[src/sv/sltt_pkg.sv]
// Package for the sorted list table: sizes, command and status codes,
// word types for the two channels and the cell control/flag structs.
// No dependencies.
package sltt_pkg;

    // table geometry
    localparam int DEPTH  = 16;
    localparam int CNT_W  = $clog2(DEPTH + 1);
    localparam int IDX_W  = 4;
    localparam int DATA_W = 32;

    // command codes
    localparam logic [1:0] CMD_INSERT = 2'd0;
    localparam logic [1:0] CMD_REMOVE = 2'd1;
    localparam logic [1:0] CMD_READ   = 2'd2;

    // status codes
    localparam logic [1:0] ST_OK        = 2'd0;
    localparam logic [1:0] ST_FULL      = 2'd1;
    localparam logic [1:0] ST_NOT_FOUND = 2'd2;
    localparam logic [1:0] ST_RANGE     = 2'd3;

    // input word
    typedef struct packed {
        logic [1:0]               cmd;
        logic signed [DATA_W-1:0] value;
        logic [IDX_W-1:0]         index;
    } t_in;

    // result word
    typedef struct packed {
        logic [1:0]               status;
        logic signed [DATA_W-1:0] read_value;
        logic [CNT_W-1:0]         count;
    } t_out;

    // broadcast to every cell
    typedef struct packed {
        logic                     ins;    // insert committed this cycle
        logic                     rem;    // remove committed, value present
        logic signed [DATA_W-1:0] value;
    } t_cell_ctl;

    // compare results of one cell against the broadcast value
    typedef struct packed {
        logic le;   // held and entry <= value
        logic lt;   // held and entry <  value
        logic eq;   // held and entry == value
    } t_cell_flg;

endpackage

[src/sv/sltt_cell.sv]
// One cell of the sorted table: holds a single entry, compares it with the
// broadcast value and shifts from a neighbour on insert or remove.
// Depends on sltt_pkg.
module sltt_cell
    import sltt_pkg::*;
(
    input  logic                     i_clk,
    input  logic                     i_valid,     // this position is below the count
    input  logic                     i_left_le,   // left cell's le flag (1 for cell 0)
    input  logic signed [DATA_W-1:0] i_left_word,
    input  logic signed [DATA_W-1:0] i_right_word,
    input  t_cell_ctl                i_ctl,
    output logic signed [DATA_W-1:0] o_word,
    output t_cell_flg                o_flg
);

    logic signed [DATA_W-1:0] r_word;
    logic signed [DATA_W-1:0] n_word;

    // compare against the broadcast value
    always_comb begin
        o_flg.le = i_valid && (r_word <= i_ctl.value);
        o_flg.lt = i_valid && (r_word <  i_ctl.value);
        o_flg.eq = i_valid && (r_word == i_ctl.value);
    end

    // insert: cells past the insertion point shift right, the first takes
    // the value; remove: cells from the first match onward shift left
    always_comb begin
        n_word = r_word;
        if (i_ctl.ins && !o_flg.le) begin
            n_word = i_left_le ? i_ctl.value : i_left_word;
        end else if (i_ctl.rem && !o_flg.lt) begin
            n_word = i_right_word;
        end
    end

    // payload only, no reset
    always_ff @(posedge i_clk) begin
        r_word <= n_word;
    end

    assign o_word = r_word;

endmodule

[src/sv/sorted_list_table_top.sv]
// Top level of the sorted list table: a row of sltt_cell, the entry count,
// the read mux and the result register.
// Depends on sltt_pkg and sltt_cell.
//
//  channel | valid       | ready       | word
//  --------+-------------+-------------+----------------------------
//  input   | i_in_valid  | o_in_ready  | i_in  (cmd, value, index)
//  result  | o_out_valid | i_out_ready | o_out (status, read_value, count)
//
// The cells compare and shift in the cycle of acceptance, and the result
// appears in the output register next cycle. One word per cycle is
// sustained while results are taken; the single result register sets that
// figure. A word is accepted while a result is being taken in the same
// cycle. Synchronous active-low reset empties the table (count zero) and
// the result register; entry contents are not cleared.
module sorted_list_table_top
    import sltt_pkg::*;
(
    input  logic i_clk,
    input  logic i_rst_n,
    input  logic i_in_valid,
    output logic o_in_ready,
    input  t_in  i_in,
    output logic o_out_valid,
    input  logic i_out_ready,
    output t_out o_out
);

    logic [CNT_W-1:0] r_count;
    logic [CNT_W-1:0] n_count;
    logic             r_out_valid;
    t_out             r_out;
    t_out             n_out;

    logic                     accept;
    logic                     full;
    logic                     found;
    t_cell_ctl                ctl;
    logic signed [DATA_W-1:0] words [DEPTH];
    t_cell_flg                flgs  [DEPTH];
    logic [DEPTH-1:0]         eq_vec;

    assign o_in_ready = !r_out_valid || i_out_ready;
    assign accept     = i_in_valid && o_in_ready;
    assign full       = (r_count == CNT_W'(DEPTH));

    // any held entry equal to the value
    always_comb begin
        for (int k = 0; k < DEPTH; k++) begin
            eq_vec[k] = flgs[k].eq;
        end
    end
    assign found = |eq_vec;

    // broadcast control
    always_comb begin
        ctl.value = i_in.value;
        ctl.ins   = accept && (i_in.cmd == CMD_INSERT) && !full;
        ctl.rem   = accept && (i_in.cmd == CMD_REMOVE) && found;
    end

    // row of cells
    for (genvar g = 0; g < DEPTH; g++) begin : g_cell
        logic                     left_le;
        logic signed [DATA_W-1:0] left_word;
        logic signed [DATA_W-1:0] right_word;

        if (g == 0) begin : g_first
            assign left_le   = 1'b1;
            assign left_word = words[0];
        end else begin : g_mid
            assign left_le   = flgs[g-1].le;
            assign left_word = words[g-1];
        end

        if (g == DEPTH - 1) begin : g_last
            assign right_word = words[g];
        end else begin : g_inner
            assign right_word = words[g+1];
        end

        sltt_cell u_cell (
            .i_clk        (i_clk),
            .i_valid      (r_count > CNT_W'(g)),
            .i_left_le    (left_le),
            .i_left_word  (left_word),
            .i_right_word (right_word),
            .i_ctl        (ctl),
            .o_word       (words[g]),
            .o_flg        (flgs[g])
        );
    end

    // count after the operation and the result word
    always_comb begin
        n_count          = r_count;
        n_out.status     = ST_OK;
        n_out.read_value = '0;
        if (ctl.ins) begin
            n_count = r_count + CNT_W'(1);
        end else if (ctl.rem) begin
            n_count = r_count - CNT_W'(1);
        end
        unique case (i_in.cmd)
            CMD_INSERT: begin
                if (full) begin
                    n_out.status = ST_FULL;
                end
            end
            CMD_REMOVE: begin
                if (!found) begin
                    n_out.status = ST_NOT_FOUND;
                end
            end
            CMD_READ: begin
                if (CNT_W'(i_in.index) >= r_count) begin
                    n_out.status = ST_RANGE;
                end else begin
                    n_out.read_value = words[i_in.index];
                end
            end
            default: begin
                n_out.status = ST_OK;
            end
        endcase
        n_out.count = n_count;
    end

    // control state
    always_ff @(posedge i_clk) begin
        if (!i_rst_n) begin
            r_count     <= '0;
            r_out_valid <= 1'b0;
        end else begin
            if (accept) begin
                r_count <= n_count;
            end
            if (accept) begin
                r_out_valid <= 1'b1;
            end else if (i_out_ready) begin
                r_out_valid <= 1'b0;
            end
        end
    end

    // result payload
    always_ff @(posedge i_clk) begin
        if (accept) begin
            r_out <= n_out;
        end
    end

    assign o_out_valid = r_out_valid;
    assign o_out       = r_out;

endmodule

[config.mk]
export PLATFORM = sky130hd
export DESIGN_NAME = sorted_list_table_top
export DESIGN_NICKNAME = d
export VERILOG_FILES = /design/src/sv/sltt_pkg.sv /design/src/sv/sltt_cell.sv /design/src/sv/sorted_list_table_top.sv
export SDC_FILE = /design/constraint.sdc
export NUM_CORES = 2
export LEC_CHECK = 0
export BUFFER_PORTS_ARGS = -buffer_cell sky130_fd_sc_hd__buf_2
export CAP_MARGIN = 25
export CORE_MARGIN = 10
export CORE_UTILIZATION = 35
export DETAILED_ROUTE_END_ITERATION = 10
export GPL_ROUTABILITY_DRIVEN = 1
export SYNTH_ARGS = -nofsm -noshare
export SYNTH_HDL_FRONTEND = slang
export SYNTH_HIERARCHICAL = 1
export SYNTH_SLANG_ARGS = --single-unit
[constraint.sdc]
create_clock -name i_clk -period 5.4 [get_ports i_clk]
set_input_delay 0.81 -clock i_clk [delete_from_list [all_inputs] [get_ports i_clk]]
set_output_delay 0.81 -clock i_clk [all_outputs]
set_load 0.02 [all_outputs]
==> run metrics <==
R2R Path End=o_out[4]; total CTS buffers=70; min-delay worst type=input port to flop; clk_lat worst skew=670 ps; Critical Path AT=5200 ps; multi-input logic area=30300 um^2; largest net degree at the start of global routing=91; PD cells=219 nW/um^2; max-slew violations=0; Netlist Area Pre-Place=50500 um^2; Port Buffer Count=82; Synth Net Count=4822; CP required=5930 ps; TritonCTS clock tree=done; Synth Area per Inst=11.9 um^2; Row Count=139; crit path launch type=input port; Layout area overhead=10.3%; Worst Setup Path Type=input port to flop; num ports=83; clk buf depth=3; Iteration-0 DRC Markers=2634; Register Area=16700 um^2; GR Overflow Total=0; Tcrit/Tclk final=86.5%; Slowest-stage cell, CP=nor4_1; Mapped Cells=4258; static leakage=0.0235 uW; Post-CTS Hold Buffers=0; R2R Setup Slk=940 ps; highest clock rate=214 MHz; ratio of cells with drive above 1 in the final layout=36.3%; vias per inst=5.43; Slew headroom=30.4%; H-Tree Depth=3; GRT Overall Usage=17.6%; crit path capture=o_out[4]; clock skew=39.8 ps; initial antenna violation count=15; Post-CTS Resized=0; Die W=400 um; CP Max Fanout=23; Final WS setup=729 ps; RSZ-0062 raised after global routing=false; Pre-antenna DRT Iters=5; Final setup viols=0; DRC viols=0; Initial Util=35.2%; critical path cell sequence=buf_2 -> buf_4 -> inv_1 -> ha_1 -> nand4_1 -> nor4_1 -> nand3_1 -> inv_1 -> nor4_1 -> and4_1 -> nor4_1 -> xnor2_1 -> a21boi_0 -> buf_4; setup bufs post-CTS=0; core box area=143000 um^2; Hold Vio Cnt, Final=0; Critical Path End Type=flop; final hold slack=493 ps; Worst Reg-to-Reg Cells=14; Most common cell on crit path=nor4_1; total number of vias=34.5k; Worst Tran Pin Value=1030 ps; final net count=4955; Final min period=4670 ps; CTS root buf=clkbuf_16; status=finished clean; Post-Route WL=145 mm; Peak supply drop=0.000222 V; CTS clk-pin slew, worst paths=60 ps; worst reg2reg startpoint=r_count[0]; max-capacitance violation count=0; Die ar.=160000 um^2; Antenna Nets Post-Route=0; worst slack at placement=190 ps; Post-DP HPWL=114 mm; clock sinks=557; GPL Wtd Cong=0.866; number of global-route vias before repair=34.7k; WL/cell=22.8 um; Worst setup startpoint=i_in[27]; global-route wire length before repair=217 mm; Die Y=400 um; Ys Warns=6; setup TNS=0 ps; FILL cells=13.6k; CP peak stage delay=720 ps
[routing by layer]
| layer | GRT usage [%] | wire length [um] | vias to the layer above |
|---|---|---|---|
| met4 | 5.50 | 3950 | 16 |
| li1 | - | - | 16151 |
| met2 | 28.0 | 65500 | 938 |
| met5 | 0 | 95 | - |
| met3 | 3.16 | 8640 | 191 |
| met1 | 24.2 | 66500 | 17164 |
[where the power goes]
part           total (uW)  internal (uW)  switching (uW)
clock network        4730           2710            2020
registers            5100           4930             174
logic                2360           1100            1260
total               12200           8730            3450
[metrics by stage]
stage                     power, uW  utilization, %  area [um^2]  cells
final                         12200            38.8        55700   6352
after global routing          12700            38.8        55700   6349
after CTS                     12300            38.8        55700   6346
after detailed placement       7530            37.3        53500   6222
after global placement         7460            37.3        53500   6222
after floorplan                6810               -        50500   4258
[worst min-delay path by stage]
stage                                            start                           to  slack (ps)  cells after the start
final                                       i_in_valid                  o_out_valid         490                      3
after global routing                        i_in_valid                  o_out_valid         510                      3
after CTS                                   i_in_valid                  o_out_valid         440                      3
after global placement    g_cell[10].u_cell/o_word[15]  g_cell[9].u_cell/o_word[15]         620                      1
after detailed placement  g_cell[10].u_cell/o_word[13]  g_cell[9].u_cell/o_word[13]         630                      1
after floorplan            g_cell[13].u_cell/o_word[0]  g_cell[12].u_cell/o_word[0]         590                      1
[critical path: cells and delay by family]
family | cells | cell delay [ps]
compound gates | 1 | 660
xor+xnor | 1 | 120
fa+ha+maj | 1 | 310
buf+inv | 5 | 1250
simple gates | 6 | 2040
[cells in the final DEF, fill, tap and decap left out, drive strengths merged, types with 33 or more instances in the layout]
| master | instances |
|---|---|
| mux4 | 96 |
| nand4 | 99 |
| inv | 586 |
| nor4 | 53 |
| nor3 | 35 |
| edfxtp | 551 |
| nand2 | 205 |
| nor2 | 100 |
| clkbuf | 87 |
| o21ai | 110 |
| buf | 226 |
| mux2 | 1088 |
| ha | 522 |
| a21oi | 308 |
| nand3 | 82 |
| o221ai | 33 |
[state kept, by name, indices dropped and copies added (netlist names)]
| signal | count |
|---|---|
| o_out | 39 |
| r_count | 5 |
| g_cell.u_cell/o_word | 512 |
| o_out_valid | 1 |
[layout make-up]
type | count | area share, %
multi-input combinational | 2950 | 54.4
inverter | 586 | 3.95
clock buffer | 87 | 3.45
sequential | 557 | 29.9
timing repair buffer | 226 | 3.47
clock inverter | 37 | 0.521
antenna | 6 | 0.0269
tap | 1903 | 4.27
Power figures use the tool's default switching activity.
